### config.mk
export PLATFORM = sky130hd
export DESIGN_NAME = flat_json_pair_parser
export DESIGN_NICKNAME = d
export VERILOG_FILES = /design/src/hw/rtl/fjp_pkg.sv /design/src/hw/rtl/flat_json_pair_parser.sv /design/src/hw/rtl/fjp_core.sv
export SDC_FILE = /design/constraint.sdc
export NUM_CORES = 1
export LEC_CHECK = 0
export BUFFER_PORTS_ARGS = -buffer_cell sky130_fd_sc_hd__buf_2
export CAP_MARGIN = 20
export CELL_PAD_IN_SITES_DETAIL_PLACEMENT = 0
export CELL_PAD_IN_SITES_GLOBAL_PLACEMENT = 1
export CORE_ASPECT_RATIO = 2
export CORE_UTILIZATION = 47
export DETAILED_ROUTE_END_ITERATION = 6
export PLACE_DENSITY_LB_ADDON = 0.25
export RECOVER_POWER = 50
export SLEW_MARGIN = 40
export SYNTH_ARGS = -nofsm -noshare
export SYNTH_HDL_FRONTEND = slang
export SYNTH_SLANG_ARGS = --single-unit
### constraint.sdc
create_clock -name clk -period 3.2 [get_ports clk]
set_input_delay 0.16 -clock clk [delete_from_list [all_inputs] [get_ports clk]]
set_output_delay 0.16 -clock clk [all_outputs]
set_load 0.1 [all_outputs]
### src/hw/rtl/fjp_pkg.sv
package fjp_pkg;

	localparam int unsigned PAIR_LIMIT_DEF   = 32;
	localparam int unsigned KEY_BUFFER_DEF   = 256;
	localparam int unsigned VALUE_BUFFER_DEF = 256;

	localparam logic [1:0] KIND_NONE  = 2'd0;
	localparam logic [1:0] KIND_KEY   = 2'd1;
	localparam logic [1:0] KIND_VALUE = 2'd2;
	localparam logic [1:0] KIND_PAIR  = 2'd3;

	localparam logic [7:0] CH_LBRACE = 8'h7B;
	localparam logic [7:0] CH_RBRACE = 8'h7D;
	localparam logic [7:0] CH_COLON  = 8'h3A;
	localparam logic [7:0] CH_COMMA  = 8'h2C;
	localparam logic [7:0] CH_TAB    = 8'h09;
	localparam logic [7:0] CH_NL     = 8'h0A;
	localparam logic [7:0] CH_SPACE  = 8'h20;
	localparam logic [7:0] CH_QUOTE  = 8'h22;

	typedef struct packed {
		logic [7:0] in_byte;
		logic       line_end;
	} in_word_t;

	typedef struct packed {
		logic [1:0] kind;
		logic [7:0] out_byte;
		logic [4:0] pair_index;
		logic       line_done;
		logic       line_ok;
	} out_word_t;

endpackage

### src/hw/rtl/flat_json_pair_parser.sv
// channel | signals                               | payload
// input   | in_valid, in_ready, in_data           | in_word_t: in_byte, line_end
// output  | out_valid, out_ready, out_data        | out_word_t: kind .. line_ok
//
// One word in, one word out; a new word is taken every cycle while in_ready is high.
// Each result is ready in the cycle after its word is taken (result register).
// in_ready is high while the result register is empty or being drained.
// Reset returns the parser to waiting for the opening brace, output empty.
module flat_json_pair_parser #(
	parameter int unsigned PAIR_LIMIT   = fjp_pkg::PAIR_LIMIT_DEF,
	parameter int unsigned KEY_BUFFER   = fjp_pkg::KEY_BUFFER_DEF,
	parameter int unsigned VALUE_BUFFER = fjp_pkg::VALUE_BUFFER_DEF
) (
	input  logic               clk,
	input  logic               arst_n,
	input  logic               in_valid,
	output logic               in_ready,
	input  fjp_pkg::in_word_t  in_data,
	output logic               out_valid,
	input  logic               out_ready,
	output fjp_pkg::out_word_t out_data
);
	import fjp_pkg::*;

	out_word_t res;
	out_word_t res_q;
	logic      valid_q;
	logic      take;

	assign in_ready  = !valid_q || out_ready;
	assign take      = in_valid && in_ready;
	assign out_valid = valid_q;
	assign out_data  = res_q;

	fjp_core #(
		.PAIR_LIMIT  (PAIR_LIMIT),
		.KEY_BUFFER  (KEY_BUFFER),
		.VALUE_BUFFER(VALUE_BUFFER)
	) u_core (
		.clk     (clk),
		.arst_n  (arst_n),
		.take    (take),
		.word_in (in_data),
		.word_out(res)
	);

	always_ff @(posedge clk or negedge arst_n) begin
		if (!arst_n) begin
			valid_q <= 1'b0;
		end else if (take) begin
			valid_q <= 1'b1;
		end else if (out_ready) begin
			valid_q <= 1'b0;
		end
	end

	always_ff @(posedge clk) begin
		if (take) begin
			res_q <= res;
		end
	end

endmodule

### src/hw/rtl/fjp_core.sv
module fjp_core #(
	parameter int unsigned PAIR_LIMIT   = fjp_pkg::PAIR_LIMIT_DEF,
	parameter int unsigned KEY_BUFFER   = fjp_pkg::KEY_BUFFER_DEF,
	parameter int unsigned VALUE_BUFFER = fjp_pkg::VALUE_BUFFER_DEF
) (
	input  logic              clk,
	input  logic              arst_n,
	input  logic              take,
	input  fjp_pkg::in_word_t word_in,
	output fjp_pkg::out_word_t word_out
);
	import fjp_pkg::*;

	typedef enum logic [2:0] {
		PH_PRE, PH_TOP, PH_SEP, PH_KEY, PH_COLON, PH_VQUOTE, PH_VALUE, PH_DONE
	} phase_t;

	localparam logic [7:0] KEY_MAX   = 8'(KEY_BUFFER - 1);
	localparam logic [7:0] VALUE_MAX = 8'(VALUE_BUFFER - 1);
	localparam logic [5:0] LIMIT     = 6'(PAIR_LIMIT);

	phase_t     phase_q, phase_n;
	logic [7:0] len_q, len_n;
	logic [5:0] pairs_q, pairs_n, pairs_inc;
	logic       verdict_q, verdict_n;
	logic [7:0] c;
	logic       sp_tab, blank;

	assign c         = word_in.in_byte;
	assign sp_tab    = (c == CH_SPACE) || (c == CH_TAB);
	assign blank     = sp_tab || (c == CH_NL);
	assign pairs_inc = pairs_q + 6'd1;

	always_comb begin
		phase_n   = phase_q;
		len_n     = len_q;
		pairs_n   = pairs_q;
		verdict_n = verdict_q;
		word_out  = '0;
		unique case (phase_q)
			PH_PRE: begin
				if (c == CH_LBRACE) begin
					phase_n = PH_TOP;
				end else if (!blank) begin
					phase_n   = PH_DONE;
					verdict_n = 1'b0;
				end
			end
			PH_TOP, PH_SEP: begin
				if (c == CH_RBRACE) begin
					phase_n   = PH_DONE;
					verdict_n = 1'b1;
				end else if (c == CH_QUOTE) begin
					phase_n = PH_KEY;
					len_n   = '0;
				end else if (blank || c == CH_COMMA) begin
					phase_n = PH_SEP;
				end else begin
					phase_n   = PH_DONE;
					verdict_n = 1'b0;
				end
			end
			PH_KEY: begin
				if (c == CH_QUOTE) begin
					phase_n = PH_COLON;
				end else if (len_q < KEY_MAX) begin
					word_out.kind       = KIND_KEY;
					word_out.out_byte   = c;
					word_out.pair_index = pairs_q[4:0];
					len_n               = len_q + 8'd1;
				end else begin
					phase_n   = PH_DONE;
					verdict_n = 1'b0;
				end
			end
			PH_COLON: begin
				if (c == CH_COLON) begin
					phase_n = PH_VQUOTE;
				end else if (!sp_tab) begin
					phase_n   = PH_DONE;
					verdict_n = 1'b0;
				end
			end
			PH_VQUOTE: begin
				if (c == CH_QUOTE) begin
					phase_n = PH_VALUE;
					len_n   = '0;
				end else if (!sp_tab) begin
					phase_n   = PH_DONE;
					verdict_n = 1'b0;
				end
			end
			PH_VALUE: begin
				if (c == CH_QUOTE) begin
					word_out.kind       = KIND_PAIR;
					word_out.pair_index = pairs_q[4:0];
					pairs_n             = pairs_inc;
					if (pairs_inc >= LIMIT) begin
						phase_n   = PH_DONE;
						verdict_n = 1'b1;
					end else begin
						phase_n = PH_TOP;
					end
				end else if (len_q < VALUE_MAX) begin
					word_out.kind       = KIND_VALUE;
					word_out.out_byte   = c;
					word_out.pair_index = pairs_q[4:0];
					len_n               = len_q + 8'd1;
				end else begin
					phase_n   = PH_DONE;
					verdict_n = 1'b0;
				end
			end
			PH_DONE: begin
			end
		endcase
		if (word_in.line_end) begin
			word_out.line_done = 1'b1;
			word_out.line_ok   = (phase_n == PH_TOP) || (phase_n == PH_DONE && verdict_n);
			phase_n   = PH_PRE;
			len_n     = '0;
			pairs_n   = '0;
			verdict_n = 1'b0;
		end
	end

	always_ff @(posedge clk or negedge arst_n) begin
		if (!arst_n) begin
			phase_q   <= PH_PRE;
			len_q     <= '0;
			pairs_q   <= '0;
			verdict_q <= 1'b0;
		end else if (take) begin
			phase_q   <= phase_n;
			len_q     <= len_n;
			pairs_q   <= pairs_n;
			verdict_q <= verdict_n;
		end
	end

endmodule
[Word level (Yosys, flattened, before mapping)]
Index checks and enable logic that the tools add are counted.
Word-level totals
  flip-flop bits (word level): 36
  input port bits: 13
  output and inout port bits: 19
  logic and storage cells: 97
Cells by class
  add/sub/neg operators: 2
  $lt $le $gt $ge: 2
  eq/ne operators: 19
  mux-type cells: 47
  reductions and logical operators: 17
Operators by type and width (count)
  2-to-1 mux 8 bit: 6
  2-to-1 mux 3 bit: 13
  equality test 8 x 6 -> 1 bit, second input constant: 4
  2-to-1 mux 15 bit: 2
  one-hot mux 15 bit (2 select lines): 1
  one-hot mux 8 bit (3 select lines): 1
  2-to-1 mux 6 bit: 3
  one-hot mux 3 bit (6 select lines): 1
  equality test 8 x 4 -> 1 bit, second input constant: 2
  equality test 8 x 7 -> 1 bit, second input constant: 2
  2-to-1 mux 1 bit: 15
  2-to-1 mux 14 bit: 1
  equality test 3 bit, second input constant: 4
  adder 8 x 1 -> 8 bit, second input constant: 1
  less-than comparator 8 bit, second input constant: 1
  adder 6 x 1 -> 6 bit, second input constant: 1
  equality test 3 x 1 -> 1 bit, second input constant: 2
  equality test 3 x 2 -> 1 bit, second input constant: 2
  >= comparator 6 bit, second input constant: 1
  != test 3 bit, second input constant: 2
  one-hot mux 1 bit (6 select lines): 1
  nonzero test 2 bit: 3
  logical OR 1 bit: 5
  2-to-1 mux 5 bit: 1
  9 further kinds: 12

[Depth between registers and ports, before layout]
Gate-level depths: netlist of run 1.
  depth after elaboration: 12
  mapped depth: 9
  gate-level depth less buffers: 8

[Modules after synthesis]
Synthesis of run 1 repeated with hierarchy kept, for this count alone.
Second synthesis, totals
  cell total of the unflattened synthesis: 232
  area, all modules: 2170.8 sq um
Modules (own cells, without submodules)
  fjp_core: times used 1, cells an instance 211, area an instance 1606.5 sq um, sequential area each 450.4 sq um
  flat_json_pair_parser: times used 1, cells an instance 21, area an instance 564.3 sq um, sequential area each 535.5 sq um

[Worst setup path after synthesis of run 1]
OpenSTA, ideal clock, no wires.
  path kind: register -> register
  start: register valid_q, in the netlist out_valid
  end: register u_core.len_q[7]
  setup time: 0.129 ns
  arrival time: 2.791 ns
  required time: 3.071 ns
  setup slack: 0.280 ns
  cell stages (with the launch flop): 7
  buffers on the path: 0
  clock period less this slack: 2.920 ns
  cells stage by stage: dfrtp_1 > nand2b_1 > nand2_1 > inv_1 > nand2b_1 > o21ai_0 > o41ai_1
On the way
  word-level cells in the longest chain between the ends: 4
Ends and longest elaborated chain
  start, declared: line flat_json_pair_parser.sv:27  | logic valid_q;
  start signal, assigned: line flat_json_pair_parser.sv:49  | valid_q <= 1'b0;
  start signal, assigned: line flat_json_pair_parser.sv:51  | valid_q <= 1'b1;
  start signal, assigned: line flat_json_pair_parser.sv:53  | valid_q <= 1'b0;
  logical NOT 1 bit: line flat_json_pair_parser.sv:30  | assign in_ready = !valid_q || out_ready;
  logical OR 1 bit: line flat_json_pair_parser.sv:30
  via in_ready: line flat_json_pair_parser.sv:17  | output logic in_ready,
  logical AND 1 bit: line flat_json_pair_parser.sv:31  | assign take = in_valid && in_ready;
  via take: line flat_json_pair_parser.sv:28  | logic take;
  AND reduction 5 bit (no line)
  end signal, assigned: line fjp_core.sv:135  | len_q <= len_n;
  end, declared: line fjp_core.sv:23  | logic [7:0] len_q, len_n;
The timed path passes the listed nets, and every way through them passes these cells.
A chain may end at the register's enable or synchronous reset.

[Final worst setup path of run 1]
  start: register u_core.phase_q[2]
  end: register u_core.len_q[6]
On the way
  word-level cells in the longest chain between the ends: 4
  elaborated cells on any way between the ends: 14
  classes of those cells: eq/ne: 8; mux: 2; reduce/logical: 4
Ends and longest elaborated chain
  start, declared: line fjp_core.sv:22  | phase_t phase_q, phase_n;
  start signal, assigned: line fjp_core.sv:134  | phase_q <= phase_n;
  equality test 3 x 1 -> 1 bit, or another cell as far along: line fjp_core.sv:40  | unique case (phase_q)
  OR reduction 2 bit (on tied branches)
  != test 3 bit (no line), or another cell as far along
  AND reduction 5 bit (no line) / 2-to-1 mux 8 bit (equally long branches)
Several ways; a longest one is shown, not always the timed one.

==> flow_summary_export.csv, run 1 <==
group,metric,value,unit
outcome,status,"complete, no violations",
critical_path,critPathTopFamily,"simple AND/OR/NAND/NOR gates",
cells_and_area,num-nets-final,281,
sta,drv_slew,0,
sta,finalHoldViolations,0,
pwr,power_switching_share,0.3715,
floorplan,die_w,50.46,um
routing,top_layer,"met4",
floorplan,die_y,98.91,um
global_routing,grt_pass1_wl,8997,um
routing,wire_per_inst,17.06,um
synth,synthCells,238,
critical_path,slowest_stage,"dfrtp_1",
sta,setup_tns,0,ns
cells_and_area,drive_gt1_frac,0.1124,
critical_path,critical_path_class,"reg2reg",
cells_and_area,register_area,985.9,um^2
critical_path,timing.rr.end,"u_core.len_q[6]",
min_path,hp-start,"in_valid",
synth,yosysUniqueCellTypes,60,
sta,setup_ws,0.9067,ns
synth,synth_edf_count,17,
clock_network,cts_buffers,5,
synth,synth_area_per_cell,9.274,um^2
critical_path,crit_arrival,2.49,ns
synth,synthTopCellsByArea,"edfxtp_1 23%, dfrtp_1 22%, o21ai_0 5.9%",
sta,setup_viol_count_final,0,
routing,drtPass1Iterations,4,
floorplan,core,4424,um^2
synth,synthArstFlopShare,0.5278,
min_path,holdPathStages,2,
clock_network,postCtsSetupBuffers,0,
cells_and_area,final_util,0.5543,
routing,routed_via_density,6.118,
synth,yosysTopAreaCellShare,0.2313,
synth,synth_top_flop_cell,"dfrtp_1",
synth,yosysSeqAreaShare,0.4467,
synth,syn_area,2207,um^2
clock_network,path_clk_slew,0.07,ns
placed_design,dp_hpwl,4114,um
critical_path,r2r_setup_slack,0.91,ns
floorplan,die_area,4991,um^2
clock_network,cts_sinks,36,
cells_and_area,area_growth,11.11,%
global_routing,antenna_found_initial,0,
placed_design,dp_worst_setup_slack,0.9233,ns
pwr,switching_power,0.4536,mW
min_path,holdPathEnd,"out_valid",
synth,yosys_warnings,0,
pwr,p_leak,0.9346,nW
sta,min_period_over_period,0.7167,
critical_path,end_kind,"flop",
sta,worstMarginPinSlew,1.193,ns
global_routing,grt_overflow_total,0,
clock_network,cts_tree,"done",
critical_path,required,3.40,ns
pwr,vdd_drop_max,0.3215,mV
clock_network,cts_root_buf,"clkbuf_8",
sta,rsz0062_at_grt,"no",
critical_path,path_cells,"and2b_1 -> o21ai_1 -> or2_2 -> or3_4 -> or2_4 -> o31ai_1",
critical_path,reg2regPathDepth,6,
cells_and_area,fillers,421,
cells_and_area,final_cell_area,2452,um^2
routing,antenna_left,0,
clock_network,cts-hold-fix-buffers,1,
placed_design,place.gp.congestion,0.8790,
routing,drt_iter0_drc,96,
synth,synthesis.nets,253,
routing,drc,0,
pwr,p_int,0.7674,mW
clock_network,clk_path_buf_depth,2,
clock_network,clk_latency,0.29,ns
placed_design,io_buffers,31,
synth,synth_largest_area_cell,"edfxtp_1",
global_routing,grt.total_usage,0.2422,
routing,vias,1964,
critical_path,cp_max_fo,16,
pwr,power_density,497.9,nW/um^2
sta,max_freq,436.1,MHz
min_path,min_path_type,"in2reg",
cells_and_area,multi_input_area,1152,um^2
sta,relSlewSlack,0.2078,
cells_and_area,diodes,0,
global_routing,grt_max_degree,20,
routing,wl_met1,2048,um
pwr,clkPwrFrac,0.254,
critical_path,path_buf_inv,0,
sta,min_period,2.293,ns
clock_network,ctsResizeCount,0,
routing,wl,5475,um
pwr,pwr-share-seq,0.461,
placed_design,placed_cell_area,2387,um^2
critical_path,startpoint_type,"flop",
clock_network,htree_levels,2,
synth,synth_seq_cells,36,
floorplan,start_util,0.4989,
critical_path,r2r-start,"u_core.phase_q[2]",
routing,wl_met2,3092,um
floorplan,row_count,34,
sta,fin_skew,0.007096,ns
routing,wl_met3,146,um
global_routing,grt_pass1_vias,1903,
critical_path,cp_slowest_stage_delay,0.62,ns
floorplan,ios,32,
flow_run,drv_cap,0,
pwr,pwr-share-comb,0.284,
routing by layer:
layer | up-vias | global-route usage
li1 | 944 | -
met1 | 947 | 0.2413
met2 | 59 | 0.4533
met3 | 14 | 0.03241
met4 | 0 | 0.1410
met5 | - | 0
Yosys cell counts (2+ instances only):
master / instances
o21ai_0: 26
nand3_1: 5
ha_1: 2
a31oi_1: 7
nand3b_1: 6
or4_1: 2
inv_1: 5
nor2b_1: 3
a21oi_1: 15
clkbuf_1: 8
o31ai_1: 6
nand4bb_1: 2
and3_1: 4
or2_2: 4
a22o_1: 3
nor2_1: 16
nand2b_1: 5
and2_1: 13
or3_1: 2
and4_1: 2
o22ai_1: 2
nor3_1: 4
edfxtp_1: 17
dfrtp_1: 19
buf_2: 3
nor4b_1: 3
nand2_1: 21
power by group through the flow:
stage,Clock [mW],Sequential [mW],Combinational [mW]
after floorplan,0,0.658,0.188
after global placement,0,0.572,0.351
after detailed placement,0,0.571,0.350
after CTS,0.314,0.562,0.352
after global routing,0.331,0.569,0.374
final,0.311,0.563,0.347
sequential cells by signal, indices dropped and copies added, names as in the netlist:
signal,count
out_data,17
out_valid,1
u_core.len_q,8
u_core.pairs_q,6
u_core.phase_q,3
u_core.verdict_q,1
metrics by stage:
stage / cells / hold WS [ns] / power [mW]
after floorplan: 238 / -0.1356 / 0.8455
after global placement: 312 / 0.1351 / 0.9229
after detailed placement: 312 / 0.1387 / 0.9213
after CTS: 321 / 0.07098 / 1.228
after global routing: 321 / 0.08608 / 1.274
final: 321 / 0.07313 / 1.221
how the worst max path moves through the flow:
stage | from | endpoint | slack, ns | depth (start not counted)
floorplan | out_valid | u_core.len_q[7] | 0.28 | 6
global placement | u_core.phase_q[0] | u_core.len_q[3] | 0.89 | 6
detailed placement | u_core.phase_q[2] | u_core.len_q[6] | 0.92 | 6
CTS | u_core.phase_q[0] | u_core.len_q[6] | 0.91 | 6
global route | u_core.phase_q[0] | u_core.len_q[3] | 0.74 | 6
finish | u_core.phase_q[2] | u_core.len_q[6] | 0.91 | 6
logic make-up after synthesis:
| kind of cell | share of synthesized area |
|---|---|
| xor gates and xnor gates | 0.007938 |
| buffers and inverters | 0.03118 |
| DFF | 0.4467 |
| and+or+nand+nor | 0.2942 |
| adders and majority gates | 0.01134 |
| muxes | 0.004535 |
| AOI/OAI and AO/OA | 0.2041 |
placed cells by master (no fill, tap or decap), drive strengths merged, types with 3 or more instances in the layout:
master / instances
and3: 4
and2: 14
edfxtp: 17
o21ai: 28
clkbuf: 28
nor2b: 3
or2: 5
nand2: 22
nor2: 16
a21oi: 15
nand3b: 6
or3: 3
buf: 11
dfrtp: 19
nand2b: 5
nor3: 4
a22o: 3
nand3: 5
nor4b: 3
o31ai: 6
a31oi: 7
inv: 5
layout make-up:
type                    instances  area share
clock buffers                   7     0.03112
clock inverters                 1    0.002041
inverters                       5    0.007653
multi-input cells             185      0.4699
flip-flops and latches         36      0.4020
well taps                      54     0.02755
repair buffers                 33     0.05969
(Power assumes the default switching activity.)
==> run 2, diff against run 1 <==
- CORE_UTILIZATION: 47 -> 39
- clock period: 3.2 -> 2 ns (I/O delays scaled with it)
==> flow_summary_export.csv, run 2 (synthesized netlist as in run 1, its figures left out) <==
group,metric,value,unit
routing,drt_iter0_drc,52,
floorplan,start_util,0.4072,
critical_path,cp_slowest_stage_delay,0.45,ns
outcome,status,"complete, but fails checks",
cells_and_area,area_growth,35.03,%
pwr,pwr-share-comb,0.370,
floorplan,die_area,5983,um^2
global_routing,antenna_found_initial,0,
cells_and_area,largest_register_ff_count,17,
sta,relSlewSlack,0.2151,
clock_network,cts_sinks,36,
floorplan,core,5420,um^2
critical_path,slowest_stage,"dfrtp_2",
global_routing,grt_pass1_vias,2135,
critical_path,critPathMostFrequentCell,"buf_4",
global_routing,grt.total_usage,0.2354,
cells_and_area,multi_input_area,1245,um^2
routing,wl,6203,um
sta,min_period_over_period,1.005,
critical_path,critPathTopFamily,"simple AND/OR/NAND/NOR gates",
pwr,clkPwrFrac,0.228,
global_routing,grt_overflow_total,0,
outcome,violations,"negative setup slack",
critical_path,required,2.06,ns
min_path,hp-start,"in_valid",
critical_path,end_kind,"flop",
sta,worstMarginPinSlew,1.182,ns
clock_network,clk_path_buf_depth,2,
critical_path,cp_max_fo,6,
placed_design,dp_hpwl,4797,um
clock_network,path_clk_slew,0.07,ns
cells_and_area,drive_gt1_frac,0.3364,
sta,drv_slew,0,
cells_and_area,diodes,0,
clock_network,cts_root_buf,"clkbuf_8",
global_routing,grt_max_degree,20,
sta,setup_viol_count_final,1,
placed_design,place.gp.congestion,0.9354,
floorplan,row_count,38,
pwr,vdd_drop_max,0.4969,mV
critical_path,startpoint_type,"flop",
floorplan,die_y,108.4,um
sta,finalHoldViolations,0,
sta,holdWs,0.02573,ns
clock_network,htree_levels,2,
sta,fin_skew,0.006860,ns
pwr,p_int,1.383,mW
clock_network,clk_latency,0.30,ns
routing,vias,2160,
cells_and_area,mostFrequentLayoutCells,"54 x buf_4, 24 x o21ai_0, 21 x clkbuf_1, 20 x nand2_1, 17 x edfxtp_1",
sta,min_period,2.010,ns
routing,routed_via_density,5.669,
pwr,switching_power,0.7931,mW
pwr,power_density,730.3,nW/um^2
flow_run,drv_cap,0,
cells_and_area,layout_commonest_cell,"buf_4",
critical_path,r2r-start,"u_core.phase_q[0]",
pwr,p_leak,1.218,nW
placed_design,io_buffers,31,
cells_and_area,num-nets-final,335,
critical_path,critical_path_class,"reg2reg",
critical_path,crit_arrival,2.07,ns
pwr,total_power,2.177,mW
global_routing,grt_pass1_wl,9901,um
min_path,min_path_type,"in2reg",
routing,antenna_left,0,
critical_path,crit_start,"u_core.phase_q[0]",
pwr,power_switching_share,0.3644,
clock_network,cts_tree,"done",
cells_and_area,register_area,993.5,um^2
routing,drtPass1Iterations,4,
critical_path,path_cells,"and2b_2 -> buf_4 -> nor4b_1 -> o31ai_1 -> buf_4 -> o31ai_2 -> mux2i_1 -> and3_1",
floorplan,ios,32,
sta,setup_ws,-0.009958,ns
sta,max_freq,497.5,MHz
cells_and_area,fillers,558,
critical_path,path_buf_inv,2,
routing,wire_per_inst,16.28,um
sta,rsz0062_at_grt,"yes",
pwr,pwr-share-seq,0.402,
routing,drc,0,
floorplan,die_w,55.20,um
clock_network,cts_buffers,5,
run 2: timing repair:
item / 4_1_cts / 5_1_grt
gates cloned: 0 / 0
resized for setup: 6 / 16
pin swaps: 0 / 6
endpoints found under the hold margin: 19 / 0
hold buffers: 1 / 0
setup buffers: 1 / 4
setup endpoints to repair: 4 / 12
run 2: final cells by class:
| class | count | share of cell area |
|---|---|---|
| Multi-Input combinational cell | 185 | 0.4177 |
| Sequential cell | 36 | 0.3333 |
| Timing Repair Buffer | 87 | 0.1902 |
| Clock buffer | 7 | 0.02561 |
| Tap cell | 60 | 0.02519 |
| Inverter | 5 | 0.006717 |
| Clock inverter | 1 | 0.001259 |
run 2: power groups by stage:
stage	clock network (mW)	logic, mW	registers, mW
after global routing	0.538	0.861	0.880
after detailed placement	0	0.739	0.889
final	0.496	0.806	0.875
after floorplan	0	0.305	1.05
after global placement	0	0.739	0.889
after CTS	0.504	0.760	0.876
run 2: worst paths after layout:
check / cells after the start / slack (ns) / end
worst min-delay path: 2 / 0.03 / out_valid
worst min register to register: 1 / 0.52 / u_core.len_q[7]
max in group asynchronous: 2 / 0.69 / out_valid
worst max register to register: 8 / -0.01 / out_data[0]
worst max-delay path: 8 / -0.01 / out_data[0]
min in group asynchronous: 2 / 0.53 / u_core.len_q[5]
run 2: per-layer routing:
layer | GRT usage | up-vias | routed length, um
met5 | 0 | - | 0
met4 | 0.1232 | 0 | 261
met3 | 0.03094 | 16 | 141
met2 | 0.4423 | 58 | 3641
met1 | 0.2269 | 1035 | 2159
li1 | - | 1051 | -
run 2: through the flow:
stage	area, um^2	util	cells	setup TNS [ns]	worst slack [ns]
CTS	2917	0.5381	377	0	0.005722
global route	2980	0.5499	381	-0.1114	-0.05803
global placement	2798	0.5162	367	-0.09407	-0.09383
floorplan	2230	-	238	0	0.002617
detailed placement	2798	0.5162	367	-0.07262	-0.03685
finish	2980	0.5499	381	-0.009958	-0.009958
==> run 3, diff against run 2 <==
- CELL_PAD_IN_SITES_DETAIL_PLACEMENT: 0 -> 1
- CELL_PAD_IN_SITES_GLOBAL_PLACEMENT: 1 -> 2
- CORE_UTILIZATION: 39 -> 32
==> flow_summary_export.csv, run 3 (synthesized netlist as in run 1, its figures left out) <==
group,metric,value,unit
outcome,status,"complete, no violations",
clock_network,htree_levels,2,
clock_network,cts_tree,"done",
placed_design,dp_hpwl,5770,um
floorplan,ios,32,
critical_path,critical_path_class,"reg2reg",
routing,vias,2248,
sta,finalHoldViolations,0,
clock_network,cts_root_buf,"clkbuf_16",
clock_network,clk_latency,0.28,ns
routing,drc,0,
sta,rsz0062_at_grt,"yes",
pwr,power_density,791.5,nW/um^2
cells_and_area,num-nets-final,341,
cells_and_area,layout_commonest_cell,"buf_4",
flow_run,drv_cap,0,
global_routing,grt.total_usage,0.2216,
sta,setup_tns,0,ns
sta,setup_ws,0.05514,ns
critical_path,reg2regPathDepth,6,
cells_and_area,diodes,0,
sta,max_freq,514.2,MHz
min_path,min_path_type,"in2reg",
floorplan,die_y,119.5,um
critical_path,required,2.20,ns
sta,min_period,1.945,ns
cells_and_area,area_growth,45.81,%
clock_network,cts_buffers,5,
routing,drtPass1Iterations,4,
cells_and_area,mostFrequentLayoutCells,"60 x buf_4, 22 x o21ai_0, 19 x nand2_1, 19 x clkbuf_1, 17 x edfxtp_1",
global_routing,grt_max_degree,20,
floorplan,die_w,60.73,um
sta,worstMarginPinSlew,1.195,ns
sta,min_period_over_period,0.9724,
sta,holdWs,0.02771,ns
cells_and_area,largest_register_ff_count,17,
global_routing,grt_pass1_vias,2403,
floorplan,start_util,0.3333,
routing,wire_per_inst,17.44,um
floorplan,die_area,7254,um^2
critical_path,startpoint_type,"flop",
critical_path,end_kind,"flop",
global_routing,grt_pass1_wl,11580,um
global_routing,antenna_found_initial,0,
global_routing,grt_overflow_total,0,
min_path,holdPathStages,2,
clock_network,path_clk_slew,0.05,ns
placed_design,place.gp.congestion,0.8575,
placed_design,dp_worst_setup_slack,-0.1669,ns
routing,routed_via_density,5.417,
routing,wl,7236,um
critical_path,cp_max_fo,7,
pwr,p_leak,1.289,nW
clock_network,cts_sinks,36,
critical_path,crit_arrival,2.14,ns
sta,fin_skew,0.004377,ns
sta,drv_slew,0,
sta,relSlewSlack,0.2068,
routing,drt_iter0_drc,57,
placed_design,io_buffers,31,
floorplan,row_count,42,
floorplan,core,6621,um^2
cells_and_area,drive_gt1_frac,0.3823,
sta,setup_viol_count_final,0,
routing,antenna_left,0,
pwr,vdd_drop_max,0.3677,mV
clock_network,clk_path_buf_depth,2,
==> run 3: path summary, 6_finish.rpt <==
path                       slack, ns         startpoint               to
hold reg to reg                 0.49    u_core.len_q[7]  u_core.len_q[7]
setup / recovery                0.06  u_core.phase_q[0]  u_core.len_q[3]
setup reg to reg                0.06  u_core.phase_q[0]  u_core.len_q[3]
hold / removal                  0.03           in_valid        out_valid
max in group asynchronous       0.57             arst_n        out_valid
min in group asynchronous       0.58             arst_n  u_core.len_q[3]
==> run 3: power by group <==
group | switching, mW | internal [mW] | total (mW)
Combinational | 0.542 | 0.333 | 0.875
Clock | 0.305 | 0.491 | 0.795
Sequential | 0.0433 | 0.833 | 0.877
Total | 0.890 | 1.66 | 2.55
==> run 3: worst max-delay path: stages (launching register included) <==
cell,delay (ns)
dfrtp_2,0.46
and2b_2,0.26
o21ai_2,0.07
or2_4,0.24
or3_4,0.38
or2_4,0.29
o31ai_2,0.17
==> run 3: through the flow <==
stage	total power [mW]	area, um^2	util	std cells
floorplan	1.359	2230	-	238
finish	2.547	3218	0.4860	415
CTS	2.500	3105	0.4690	412
detailed placement	1.660	2880	0.4350	403
global route	2.657	3218	0.4860	415
global placement	1.653	2880	0.4350	403
==> run 3: cell type report <==
cell class / instances / area [um^2]
inverter: 5 / 20.02
sequential: 36 / 992.2
clock buffer: 6 / 138.9
multi-input combinational: 185 / 1350
clock inverter: 2 / 10.01
timing repair buffer: 93 / 596.8
tap: 88 / 110.1
fill: 795 / 3403
==> run 3: repair_timing <==
item,CTS,global route
pin swaps,1,5
setup buffers,0,3
setup endpoints to repair,7,13
cloned,0,0
hold buffers,1,0
gates resized for setup,15,25
hold endpoints to repair,19,0
==> run 3: metal layers <==
metal / GRT usage / routed length (um) / up-vias
met5: 0 / 0 / -
met4: 0.1435 / 343 / 0
met3: 0.03040 / 99 / 20
met2: 0.4251 / 4458 / 37
met1: 0.1949 / 2335 / 1126
li1: - / - / 1065
